### src/hw/rtl/idt_pkg.sv
package idt_pkg;

  typedef struct packed {
    logic signed [15:0] accel_x;
    logic signed [15:0] accel_y;
    logic signed [15:0] accel_z;
    logic [31:0]        time_ms;
  } sample_t;

  typedef struct packed {
    logic signed [31:0] position_x;
    logic signed [31:0] position_y;
    logic signed [31:0] position_z;
    logic signed [31:0] velocity_x;
    logic signed [31:0] velocity_y;
    logic signed [31:0] velocity_z;
    logic               trigger;
    logic [3:0]         trigger_count;
    logic               warmed_up;
  } result_t;

  typedef enum logic [2:0] {
    REG_SENS_GAIN     = 3'd0,
    REG_GRAVITY_ALPHA = 3'd1,
    REG_NOISE_TH      = 3'd2,
    REG_VEL_TH        = 3'd3,
    REG_DISP_TH       = 3'd4,
    REG_MAX_TRIG      = 3'd5,
    REG_WARMUP        = 3'd6,
    REG_RESET_INT     = 3'd7
  } cfg_reg_t;

  localparam logic [3:0]  STILL_LIMIT = 4'd10;
  localparam logic [3:0]  STILL_MAX   = 4'd15;
  localparam logic [9:0]  DIV_K       = 10'd1000;
  localparam logic [16:0] ALPHA_ONE   = 17'd65536;

  function automatic logic [31:0] mag32(input logic signed [31:0] x);
    return x[31] ? 32'(-x) : 32'(x);
  endfunction

  function automatic logic signed [31:0] sat32(input logic signed [65:0] x);
    logic signed [65:0] hi_lim;
    logic signed [65:0] lo_lim;
    hi_lim = 66'sh0_7FFF_FFFF;
    lo_lim = -66'sh0_8000_0000;
    if (x > hi_lim) return 32'sh7FFF_FFFF;
    if (x < lo_lim) return 32'sh8000_0000;
    return x[31:0];
  endfunction

endpackage

### src/hw/rtl/inertial_displacement_tracker_unit.sv
// one item at a time: a new item is taken only after the current one is written to the output
// per axis six bit-serial multiplies and two divides by 1000
// plus one multiply for the threshold square
// a finished result waits in the output register while the next item is taken
// rst (synchronous) restores register defaults and clears all tracking state
module inertial_displacement_tracker_unit (
  input  logic               clk,
  input  logic               rst,
  input  logic               sample_valid,
  output logic               sample_stall,
  input  idt_pkg::sample_t   sample,
  output logic               result_valid,
  input  logic               result_stall,
  output idt_pkg::result_t   result,
  input  logic               cfg_we,
  input  logic [2:0]         cfg_index,
  input  logic [31:0]        cfg_data
);

  typedef enum logic [13:0] {
    S_IDLE  = 14'b00000000000001,
    S_PRE   = 14'b00000000000010,
    S_MSCL  = 14'b00000000000100,
    S_MGOLD = 14'b00000000001000,
    S_MGNEW = 14'b00000000010000,
    S_ACC   = 14'b00000000100000,
    S_MVEL  = 14'b00000001000000,
    S_DVEL  = 14'b00000010000000,
    S_MPOS  = 14'b00000100000000,
    S_DPOS  = 14'b00001000000000,
    S_MSQ   = 14'b00010000000000,
    S_NEXT  = 14'b00100000000000,
    S_MTHR  = 14'b01000000000000,
    S_FIN   = 14'b10000000000000
  } state_t;

  state_t state;

  logic [15:0] sens_gain;
  logic [16:0] gravity_alpha;
  logic [19:0] noise_th;
  logic [19:0] vel_th;
  logic [30:0] disp_th;
  logic [3:0]  max_trig;
  logic [31:0] warmup_ms;
  logic [31:0] reset_int;

  logic signed [31:0] grav [3];
  logic signed [31:0] vel  [3];
  logic signed [31:0] pos  [3];
  logic [31:0] last_upd;
  logic [31:0] last_clr;
  logic [31:0] start_ms;
  logic        started;
  logic        warm;
  logic [3:0]  pulses;
  logic        exhausted;
  logic [3:0]  still_cnt;

  idt_pkg::sample_t   smp;
  logic [31:0]        dt;
  logic [1:0]         ax;
  logic signed [31:0] a_r;
  logic signed [49:0] t1;
  logic signed [31:0] gn_r;
  logic signed [31:0] accv;
  logic [63:0]        pmag;
  logic               psgn;
  logic [63:0]        dsq;
  logic               still_all;
  logic               pulse_r;
  logic               issued;

  logic               mul_start;
  logic               mul_done;
  logic [63:0]        mul_prod;
  logic [31:0]        mul_a;
  logic [31:0]        mul_b;
  logic               mul_sign;
  logic               div_start;
  logic               div_done;
  logic [63:0]        div_q;

  logic [16:0]        alpha_c;
  logic signed [15:0] raw;
  logic signed [64:0] sprod;
  logic signed [49:0] gsum;
  logic signed [31:0] gn;
  logic signed [31:0] accs;
  logic signed [31:0] accd;
  logic signed [65:0] sq;
  logic signed [31:0] vs;
  logic signed [31:0] vd;
  logic signed [31:0] ps;
  logic [31:0]        lclr_eff;
  logic [3:0]         sc_next;
  logic               zero_vel;
  logic               fin_go;
  logic               trig_ok;
  logic [3:0]         pulses_inc;

  assign alpha_c = (gravity_alpha > idt_pkg::ALPHA_ONE) ? idt_pkg::ALPHA_ONE : gravity_alpha;

  always_comb begin
    case (ax)
      2'd0:    raw = smp.accel_x;
      2'd1:    raw = smp.accel_y;
      default: raw = smp.accel_z;
    endcase
  end

  always_comb begin
    mul_a    = 32'd0;
    mul_b    = 32'd0;
    mul_sign = 1'b0;
    unique case (state)
      S_MSCL: begin
        mul_a    = idt_pkg::mag32(32'(raw));
        mul_b    = {16'd0, sens_gain};
        mul_sign = raw[15];
      end
      S_MGOLD: begin
        mul_a    = idt_pkg::mag32(grav[ax]);
        mul_b    = {15'd0, idt_pkg::ALPHA_ONE - alpha_c};
        mul_sign = grav[ax][31];
      end
      S_MGNEW: begin
        mul_a    = idt_pkg::mag32(a_r);
        mul_b    = {15'd0, alpha_c};
        mul_sign = a_r[31];
      end
      S_MVEL: begin
        mul_a    = idt_pkg::mag32(accv);
        mul_b    = dt;
        mul_sign = accv[31];
      end
      S_MPOS: begin
        mul_a    = idt_pkg::mag32(vel[ax]);
        mul_b    = dt;
        mul_sign = vel[ax][31];
      end
      S_MSQ: begin
        mul_a = idt_pkg::mag32(pos[ax]);
        mul_b = idt_pkg::mag32(pos[ax]);
      end
      S_MTHR: begin
        mul_a = {1'b0, disp_th};
        mul_b = {1'b0, disp_th};
      end
      default: begin
        mul_a = 32'd0;
      end
    endcase
  end

  assign mul_start = !issued && (state == S_MSCL || state == S_MGOLD || state == S_MGNEW ||
                                 state == S_MVEL || state == S_MPOS || state == S_MSQ ||
                                 state == S_MTHR);
  assign div_start = !issued && (state == S_DVEL || state == S_DPOS);

  idt_mul u_mul (
    .clk   (clk),
    .rst   (rst),
    .start (mul_start),
    .a     (mul_a),
    .b     (mul_b),
    .done  (mul_done),
    .prod  (mul_prod)
  );

  idt_div u_div (
    .clk      (clk),
    .rst      (rst),
    .start    (div_start),
    .dividend (pmag),
    .done     (div_done),
    .quotient (div_q)
  );

  assign sprod = mul_sign ? -$signed({1'b0, mul_prod}) : $signed({1'b0, mul_prod});
  assign gsum  = t1 + $signed(sprod[49:0]);
  assign gn    = idt_pkg::sat32(66'(gsum >>> 16));
  assign accs  = idt_pkg::sat32(66'(a_r) - 66'(gn_r));
  assign accd  = (idt_pkg::mag32(accs) < {12'd0, noise_th}) ? 32'sd0 : accs;
  assign sq    = psgn ? -$signed({2'b00, div_q}) : $signed({2'b00, div_q});
  assign vs    = idt_pkg::sat32(66'(vel[ax]) + sq);
  assign vd    = (idt_pkg::mag32(vs) < {12'd0, vel_th}) ? 32'sd0 : vs;
  assign ps    = idt_pkg::sat32(66'(pos[ax]) + sq);
  assign lclr_eff = started ? last_clr : smp.time_ms;

  assign sc_next  = still_all ? ((still_cnt < idt_pkg::STILL_MAX) ? still_cnt + 4'd1 : still_cnt)
                              : 4'd0;
  assign zero_vel = still_all && (sc_next > idt_pkg::STILL_LIMIT);
  assign fin_go   = !result_valid || !result_stall;
  assign trig_ok  = (dsq > mul_prod) && !exhausted && (pulses < max_trig);
  assign pulses_inc = pulses + 4'd1;

  assign sample_stall = (state != S_IDLE);

  always_ff @(posedge clk) begin
    if (rst) begin
      sens_gain     <= 16'd10048;
      gravity_alpha <= 17'd13107;
      noise_th      <= 20'd3277;
      vel_th        <= 20'd655;
      disp_th       <= 31'd32768;
      max_trig      <= 4'd5;
      warmup_ms     <= 32'd30000;
      reset_int     <= 32'd300000;
    end else if (cfg_we) begin
      unique case (idt_pkg::cfg_reg_t'(cfg_index))
        idt_pkg::REG_SENS_GAIN:     sens_gain     <= cfg_data[15:0];
        idt_pkg::REG_GRAVITY_ALPHA: gravity_alpha <= cfg_data[16:0];
        idt_pkg::REG_NOISE_TH:      noise_th      <= cfg_data[19:0];
        idt_pkg::REG_VEL_TH:        vel_th        <= cfg_data[19:0];
        idt_pkg::REG_DISP_TH:       disp_th       <= cfg_data[30:0];
        idt_pkg::REG_MAX_TRIG:      max_trig      <= cfg_data[3:0];
        idt_pkg::REG_WARMUP:        warmup_ms     <= cfg_data;
        idt_pkg::REG_RESET_INT:     reset_int     <= cfg_data;
        default:                    sens_gain     <= sens_gain;
      endcase
    end
  end

  always_ff @(posedge clk) begin
    if (rst) begin
      state        <= S_IDLE;
      issued       <= 1'b0;
      result_valid <= 1'b0;
      ax           <= 2'd0;
      last_upd     <= 32'd0;
      last_clr     <= 32'd0;
      start_ms     <= 32'd0;
      started      <= 1'b0;
      warm         <= 1'b0;
      pulses       <= 4'd0;
      exhausted    <= 1'b0;
      still_cnt    <= 4'd0;
      pulse_r      <= 1'b0;
      for (int i = 0; i < 3; i++) begin
        grav[i] <= 32'sd0;
        vel[i]  <= 32'sd0;
        pos[i]  <= 32'sd0;
      end
    end else begin
      if (result_valid && !result_stall) result_valid <= 1'b0;
      if (mul_start || div_start) issued <= 1'b1;
      if (mul_done || div_done) issued <= 1'b0;
      unique case (state)
        S_IDLE: begin
          if (sample_valid) state <= S_PRE;
        end
        S_PRE: begin
          if (!started) begin
            started  <= 1'b1;
            start_ms <= smp.time_ms;
            last_clr <= smp.time_ms;
          end
          if ((smp.time_ms - lclr_eff) >= reset_int) begin
            for (int i = 0; i < 3; i++) begin
              vel[i] <= 32'sd0;
              pos[i] <= 32'sd0;
            end
            last_clr <= smp.time_ms;
          end
          last_upd <= smp.time_ms;
          pulse_r  <= 1'b0;
          ax       <= 2'd0;
          state    <= S_MSCL;
        end
        S_MSCL: begin
          if (mul_done) state <= S_MGOLD;
        end
        S_MGOLD: begin
          if (mul_done) state <= S_MGNEW;
        end
        S_MGNEW: begin
          if (mul_done) begin
            grav[ax] <= gn;
            state    <= S_ACC;
          end
        end
        S_ACC: begin
          state <= S_MVEL;
        end
        S_MVEL: begin
          if (mul_done) state <= S_DVEL;
        end
        S_DVEL: begin
          if (div_done) begin
            vel[ax] <= vd;
            state   <= S_MPOS;
          end
        end
        S_MPOS: begin
          if (mul_done) state <= S_DPOS;
        end
        S_DPOS: begin
          if (div_done) begin
            pos[ax] <= ps;
            state   <= S_MSQ;
          end
        end
        S_MSQ: begin
          if (mul_done) state <= S_NEXT;
        end
        S_NEXT: begin
          if (ax == 2'd2) begin
            state <= S_MTHR;
          end else begin
            ax    <= ax + 2'd1;
            state <= S_MSCL;
          end
        end
        S_MTHR: begin
          if (mul_done) begin
            if (trig_ok) begin
              if (!warm) begin
                if ((smp.time_ms - start_ms) >= warmup_ms) warm <= 1'b1;
              end else begin
                pulse_r <= 1'b1;
                pulses  <= pulses_inc;
                if (pulses_inc >= max_trig) exhausted <= 1'b1;
              end
            end
            state <= S_FIN;
          end
        end
        S_FIN: begin
          if (fin_go) begin
            still_cnt    <= sc_next;
            if (zero_vel) begin
              for (int i = 0; i < 3; i++) vel[i] <= 32'sd0;
            end
            result_valid <= 1'b1;
            state        <= S_IDLE;
          end
        end
        default: state <= S_IDLE;
      endcase
    end
  end

  // item payload and per-item working registers
  always_ff @(posedge clk) begin
    if (state == S_IDLE && sample_valid) smp <= sample;
    if (state == S_PRE) begin
      dt        <= started ? (smp.time_ms - last_upd) : 32'd0;
      dsq       <= 64'd0;
      still_all <= 1'b1;
    end
    if (state == S_MSCL && mul_done) a_r <= sprod[39:8];
    if (state == S_MGOLD && mul_done) t1 <= sprod[49:0];
    if (state == S_MGNEW && mul_done) gn_r <= gn;
    if (state == S_ACC) begin
      accv      <= accd;
      still_all <= still_all && (idt_pkg::mag32(accd) < {12'd0, noise_th});
    end
    if ((state == S_MVEL || state == S_MPOS) && mul_done) begin
      pmag <= mul_prod;
      psgn <= mul_sign;
    end
    if (state == S_MSQ && mul_done) dsq <= dsq + mul_prod;
    if (state == S_FIN && fin_go) begin
      result.position_x    <= pos[0];
      result.position_y    <= pos[1];
      result.position_z    <= pos[2];
      result.velocity_x    <= zero_vel ? 32'sd0 : vel[0];
      result.velocity_y    <= zero_vel ? 32'sd0 : vel[1];
      result.velocity_z    <= zero_vel ? 32'sd0 : vel[2];
      result.trigger       <= pulse_r;
      result.trigger_count <= pulses;
      result.warmed_up     <= warm;
    end
  end

endmodule

### src/hw/rtl/idt_mul.sv
module idt_mul (
  input  logic        clk,
  input  logic        rst,
  input  logic        start,
  input  logic [31:0] a,
  input  logic [31:0] b,
  output logic        done,
  output logic [63:0] prod
);

  logic [31:0] mcand;
  logic [31:0] hi;
  logic [31:0] lo;
  logic [4:0]  cnt;
  logic        busy;
  logic [32:0] sum;

  // one multiplier bit per cycle
  assign sum  = {1'b0, hi} + (lo[0] ? {1'b0, mcand} : 33'd0);
  assign prod = {hi, lo};

  always_ff @(posedge clk) begin
    if (rst) begin
      busy <= 1'b0;
      done <= 1'b0;
      cnt  <= 5'd0;
    end else begin
      done <= 1'b0;
      if (start) begin
        busy <= 1'b1;
        cnt  <= 5'd0;
      end else if (busy) begin
        cnt <= cnt + 5'd1;
        if (cnt == 5'd31) begin
          busy <= 1'b0;
          done <= 1'b1;
        end
      end
    end
  end

  always_ff @(posedge clk) begin
    if (start) begin
      mcand <= a;
      hi    <= 32'd0;
      lo    <= b;
    end else if (busy) begin
      hi <= sum[32:1];
      lo <= {sum[0], lo[31:1]};
    end
  end

endmodule

### src/hw/rtl/idt_div.sv
module idt_div (
  input  logic        clk,
  input  logic        rst,
  input  logic        start,
  input  logic [63:0] dividend,
  output logic        done,
  output logic [63:0] quotient
);

  logic [63:0] q;
  logic [9:0]  rem;
  logic [5:0]  cnt;
  logic        busy;
  logic [10:0] trial;
  logic [10:0] diff;
  logic        ge;

  // restoring division by the constant, one quotient bit per cycle
  assign trial    = {rem, q[63]};
  assign ge       = trial >= {1'b0, idt_pkg::DIV_K};
  assign diff     = trial - {1'b0, idt_pkg::DIV_K};
  assign quotient = q;

  always_ff @(posedge clk) begin
    if (rst) begin
      busy <= 1'b0;
      done <= 1'b0;
      cnt  <= 6'd0;
    end else begin
      done <= 1'b0;
      if (start) begin
        busy <= 1'b1;
        cnt  <= 6'd0;
      end else if (busy) begin
        cnt <= cnt + 6'd1;
        if (cnt == 6'd63) begin
          busy <= 1'b0;
          done <= 1'b1;
        end
      end
    end
  end

  always_ff @(posedge clk) begin
    if (start) begin
      q   <= dividend;
      rem <= 10'd0;
    end else if (busy) begin
      rem <= ge ? diff[9:0] : trial[9:0];
      q   <= {q[62:0], ge};
    end
  end

endmodule

### config.mk
export PLATFORM = sky130hd
export DESIGN_NAME = inertial_displacement_tracker_unit
export DESIGN_NICKNAME = d
export VERILOG_FILES = /design/src/hw/rtl/idt_pkg.sv /design/src/hw/rtl/inertial_displacement_tracker_unit.sv /design/src/hw/rtl/idt_mul.sv /design/src/hw/rtl/idt_div.sv
export SDC_FILE = /design/constraint.sdc
export NUM_CORES = 2
export LEC_CHECK = 0
export BUFFER_PORTS_ARGS = -buffer_cell sky130_fd_sc_hd__buf_2
export CAP_MARGIN = 20
export CORE_MARGIN = 2
export CORE_UTILIZATION = 55
export DETAILED_ROUTE_END_ITERATION = 10
export PLACE_DENSITY_LB_ADDON = 0.05
export SLEW_MARGIN = 10
export SYNTH_ARGS = -nofsm -noshare
export SYNTH_HDL_FRONTEND = slang
export SYNTH_SLANG_ARGS = --single-unit
### constraint.sdc
create_clock -name clk -period 38.9 [get_ports clk]
set_input_delay 3.89 -clock clk [delete_from_list [all_inputs] [get_ports clk]]
set_output_delay 3.89 -clock clk [all_outputs]
set_load 0.05 [all_outputs]
# Word-level counts from Yosys, hierarchy flattened
# Memory sizes are Yosys's and may differ from the RTL's. A register that Yosys moved wholly into a read port is not among the register bits.
# Index checks and enable logic that the tools add are counted.
[word_totals]
ff_bits = 877
mem_bits_rw = 288
n_memories = 3
[mem_list]
columns = ["memory", "words", "word_bits", "read_ports", "rd_clocked_by_memory_dff", "wr", "line", "source"]
rows = [
  ["grav", 3, 32, 1, 1, 3, "inertial_displacement_tracker_unit.sv:48", "logic signed [31:0] grav [3];"],
  ["pos", 3, 32, 4, 4, 3, "inertial_displacement_tracker_unit.sv:50", "logic signed [31:0] pos [3];"],
  ["vel", 3, 32, 4, 4, 3, "inertial_displacement_tracker_unit.sv:49", "logic signed [31:0] vel [3];"],
]
[classes]
bitwise = 12
eq_ne = 40
magnitude_cmp = 20
n_mux = 138
addsub = 27
n_reduce_logical = 62
[ops]
columns = ["cell", "n"]
rows = [
  ["32-bit 2-to-1 mux", 44],
  ["64-bit 2-to-1 mux", 4],
  ["32-bit negation", 8],
  ["32-bit case mux with 7 select lines", 1],
  ["14-bit case mux with 14 select lines", 1],
  ["32-bit case mux with 6 select lines", 1],
  ["14-bit 2-to-1 mux", 11],
  ["32-bit by 66-bit adder with 66-bit output", 2],
  ["66-bit by 32-bit > comparator with 1-bit output (second input constant)", 2],
  ["66-bit by 32-bit less-than comparator with 1-bit output (second input constant)", 2],
  ["32-bit by 20-bit less-than comparator with 1-bit output", 3],
  ["32-bit OR reduction", 3],
  ["32-bit subtractor", 3],
  ["66-bit 2-to-1 mux", 1],
  ["64-bit negation with 66-bit output", 1],
  ["64-bit adder", 1],
  ["32-bit >= comparator", 2],
  ["64-bit > comparator", 1],
  ["1-bit 2-to-1 mux", 55],
  ["50-bit adder", 1],
  ["50-bit 2-to-1 mux", 1],
  ["50-bit negation", 1],
  ["34-bit by 32-bit > comparator with 1-bit output (second input constant)", 1],
  ["34-bit by 32-bit less-than comparator with 1-bit output (second input constant)", 1],
  ["65 further kinds", 148],
]

# Depth between registers and ports, before layout
[depth]
ltp_word = 15
mapped_depth = 55

# Cells and area by module
# A second synthesis with hierarchy kept.
[unflattened]
hier_cells = 9536
area_unflattened_um2 = 91941.9
[modules_own_cells]
columns = ["mod", "cells_per_inst", "area_per_inst_um2", "n_inst", "seq_area_each_um2"]
rows = [
  ["inertial_displacement_tracker_unit", 8746, 82661.8, 1, 35133.7],
  ["idt_mul", 546, 5674.2, 1, 2702.6],
  ["idt_div", 244, 3606.0, 1, 2282.2],
]

# Worst setup path before layout
# Ideal clock, no wire load.
[synth_timing]
kind = "input to register"
start = "in result_stall"
end = "mem vel[0][0], enable pin"
slack_ns = 22.089
cell_stages = 3
n_path_buf = 0
setup_time_ns = 0.395
required_ns = 38.505
t_arrival_ns = 16.416
path_cell_list = "a21oi_1 a21boi_0 nand2_1"
[synth_lines]
columns = ["item", "line", "source"]
rows = [
  ["start: declaration", "inertial_displacement_tracker_unit.sv:13", "input logic result_stall,"],
  ["end: declaration", "inertial_displacement_tracker_unit.sv:49", ""],
]

==> impl_metrics.env <==
export IMPL_wire_per_inst_um=25.5
export IMPL_ys_flop_type="edfxtp_1"
export IMPL_power_density_nw_per_um2=42.2
export IMPL_ir_drop_v=0.0000763
export IMPL_final_common_cell="edfxtp_1"
export IMPL_cts_repair_resized=0
export IMPL_netlist_area_leader_share_pct=36.2
export IMPL_cp_slowest_stage_delay_ns=0.82
export IMPL_power_frac_comb_pct=20.7
export IMPL_drtIter0Drc=8550
export IMPL_globalRoute_totalOverflow=0
export IMPL_grt_pass1_vias=71195
export IMPL_drc_errors=0
export IMPL_syn_area_um2=91100
export IMPL_vias=75692
export IMPL_clk_path_buf_depth=3
export IMPL_fmax_mhz=67.4
export IMPL_p_leak_nw=37.8
export IMPL_cts_tree="done"
export IMPL_crit_path_top_delay_cell="buf_4"
export IMPL_track_usage_pct=35.3
export IMPL_place_congestion=1.00
export IMPL_cts_sinks=1455
export IMPL_hold_viol=0
export IMPL_synthTopCellsByArea="edfxtp_1 (36%), ha_1 (8.4%), dfxtp_1 (7.8%), nand2_1 (4.5%), xnor2_1 (4.2%)"
export IMPL_worst_pin_slew_ns=1.27
export IMPL_cts_htree_levels=4
export IMPL_core_area_um2=165000
export IMPL_placementRows=149
export IMPL_rsz0062_at_grt="false"
export IMPL_cts_made_buffers=158
export IMPL_crit_path_end_kind="register"
export IMPL_root_buffer="clkbuf_16"
export IMPL_area_delta_synth_final_pct=9.97
export IMPL_ant_nets=0
export IMPL_cp_data_arrival_time_ns=15.40
export IMPL_clkTransAtPathRegs_ns=0.06
export IMPL_start_kind="register"
export IMPL_final_period_utilization_pct=38.2
export IMPL_dpl_hpwl_mm=229
export IMPL_antenna_found_initial=19
export IMPL_outcome="complete, no violations"
export IMPL_switching_share_pct=31.2
export IMPL_grt_pass1_wl_mm=450
export IMPL_yosysSeqAreaShare_pct=44.0
export IMPL_avgSynthCellArea_um2=9.60
export IMPL_ys_async_sr_fraction_pct=0
export IMPL_finalPower_mw=4.23
export IMPL_hold_buffers=0
export IMPL_clk_latency_ns=0.86
export IMPL_seqPwrFrac_pct=43.0
export IMPL_synth_cells=9491
export IMPL_via_per_inst=6.31
export IMPL_ys_ff_latch=1455
export IMPL_fin_skew_ns=0.0436
export IMPL_hold_path_class="reg -> reg"
export IMPL_slew_violations=0
export IMPL_synth_net_count=10232
export IMPL_synth_edf_count=1098
export IMPL_layout_common_cells="edfxtp_1 (1,098), nand2_1 (1,088), nor2_1 (793)"
export IMPL_slew_limit_headroom_pct=14.4
export IMPL_fin_nets=10400
export IMPL_io_pins=320
export IMPL_critical_path_class="reg -> reg"
export IMPL_clkPwrFrac_pct=36.4
export IMPL_drt_wl_total_mm=305
export IMPL_ys_types=102
export IMPL_grt_max_degree=225
export IMPL_setup_violations=0
export IMPL_ys_warn_count=0
export IMPL_worstPathMaxFanout=96
export IMPL_synth_top_cell_by_area="edfxtp_1"
export IMPL_drive_gt1_share_pct=9.53
export IMPL_drtPass1Iterations=9
export IMPL_maxCapViolations=0
export IMPL_die_w_um=411
export IMPL_period_needed_ns=14.84
export IMPL_die_h_um=411
export IMPL_tns_ns=0
export IMPL_dieArea_um2=169000
export IMPL_start_util_pct=55.3
export IMPL_p_sw_mw=1.32
export IMPL_crit_required_ns=39.45
export IMPL_numPortBuffers=319
export IMPL_post_cts_buffers=0
export IMPL_internal_power_mw=2.91
## kinds of logic (layout without fill, tap and decap cells)
group	count (synthesis)	in the layout	share of synthesized area (%)
xor+xnor	625	625	6.01
fa+ha+maj	621	621	8.59
mux	210	210	3.59
compound gates	2348	2348	16.5
buf+inv	906	1210	3.88
flops	1455	1455	44.0
other cells	0	4	0
simple gates	3326	3326	17.4
## stage by stage
stage	util, %	hold WS (ns)	worst slack [ns]	std cells	area (µm²)
finish	60.8	0.441	24.06	11988	100000
global route	60.8	0.457	22.99	11984	100000
floorplan	-	0.409	22.09	9491	91100
CTS	60.8	0.432	24.28	11981	100000
detailed placement	57.5	0.434	24.32	11685	94800
global placement	57.5	0.428	24.48	11684	94800
## power by group through the flow
stage	Sequential (mW)	Combinational (mW)	Clock [mW]
floorplan	1.82	0.603	0
CTS	1.82	0.857	1.55
detailed placement	1.85	0.847	0
finish	1.82	0.875	1.54
global route	1.82	0.953	1.61
global placement	1.85	0.835	0
## worst paths after layout
path                     start          end  slack (ns)  cells after the start
min reg2reg         pos[0][14]  result[180]        0.44                      0
min                 pos[0][14]  result[180]        0.44                      0
max          u_div.quotient[4]    vel[0][7]       24.06                     51
max reg2reg  u_div.quotient[4]    vel[0][7]       24.06                     51
## critical path, delay by kind of cell (launching register included)
kind,cells,cell delay [ns]
simple gates,24,6.44
fa+ha+maj,3,1.36
buf+inv,2,1.07
flops,1,0.44
xor+xnor,1,0.18
compound gates,21,4.91
## cell type report
| type | count | area (µm²) |
|---|---|---|
| Antenna cell | 4 | 10.0 |
| Clock buffer | 205 | 4280 |
| Clock inverter | 91 | 1050 |
| Fill cell | 13920 | 64600 |
| Inverter | 477 | 1790 |
| Multi-Input combinational cell | 7130 | 47700 |
| Sequential cell | 1455 | 40100 |
| Tap cell | 2189 | 2740 |
| Timing Repair Buffer | 437 | 2510 |
## routing by layer
| metal | GRT usage, % | up-vias | wire length (µm) |
|---|---|---|---|
| met5 | 0 | - | 46 |
| met4 | 15.1 | 8 | 14100 |
| met1 | 47.7 | 36631 | 126000 |
| met3 | 6.03 | 606 | 26100 |
| met2 | 56.1 | 3490 | 139000 |
| li1 | - | 34957 | - |
## state kept, by name, indices dropped and copies added (netlist names), 50 cells and up, named ones only
name	count
pmag	64
t1	50
grav	128
result	198
pos	128
u_div.quotient	64
dsq	64
smp	80
vel	128
## synth_stat cells (all sizes together) (87+ instances only)
cell type and count:
xnor2 434, xor2 191, or3 126, o31ai 145, a21o 167, a211oi 143, nor3 276, nor2b 128
inv 474, edfxtp 1098, and2 209, mux2i 110, o21ai 472, dfxtp 357, a21oi 723, mux4 93
o21a 87, nand2 1094, clkbuf 379, nor2 801, nand3 158, nand2b 93, ha 613
No activity file was read; power rests on OpenSTA's default activity.
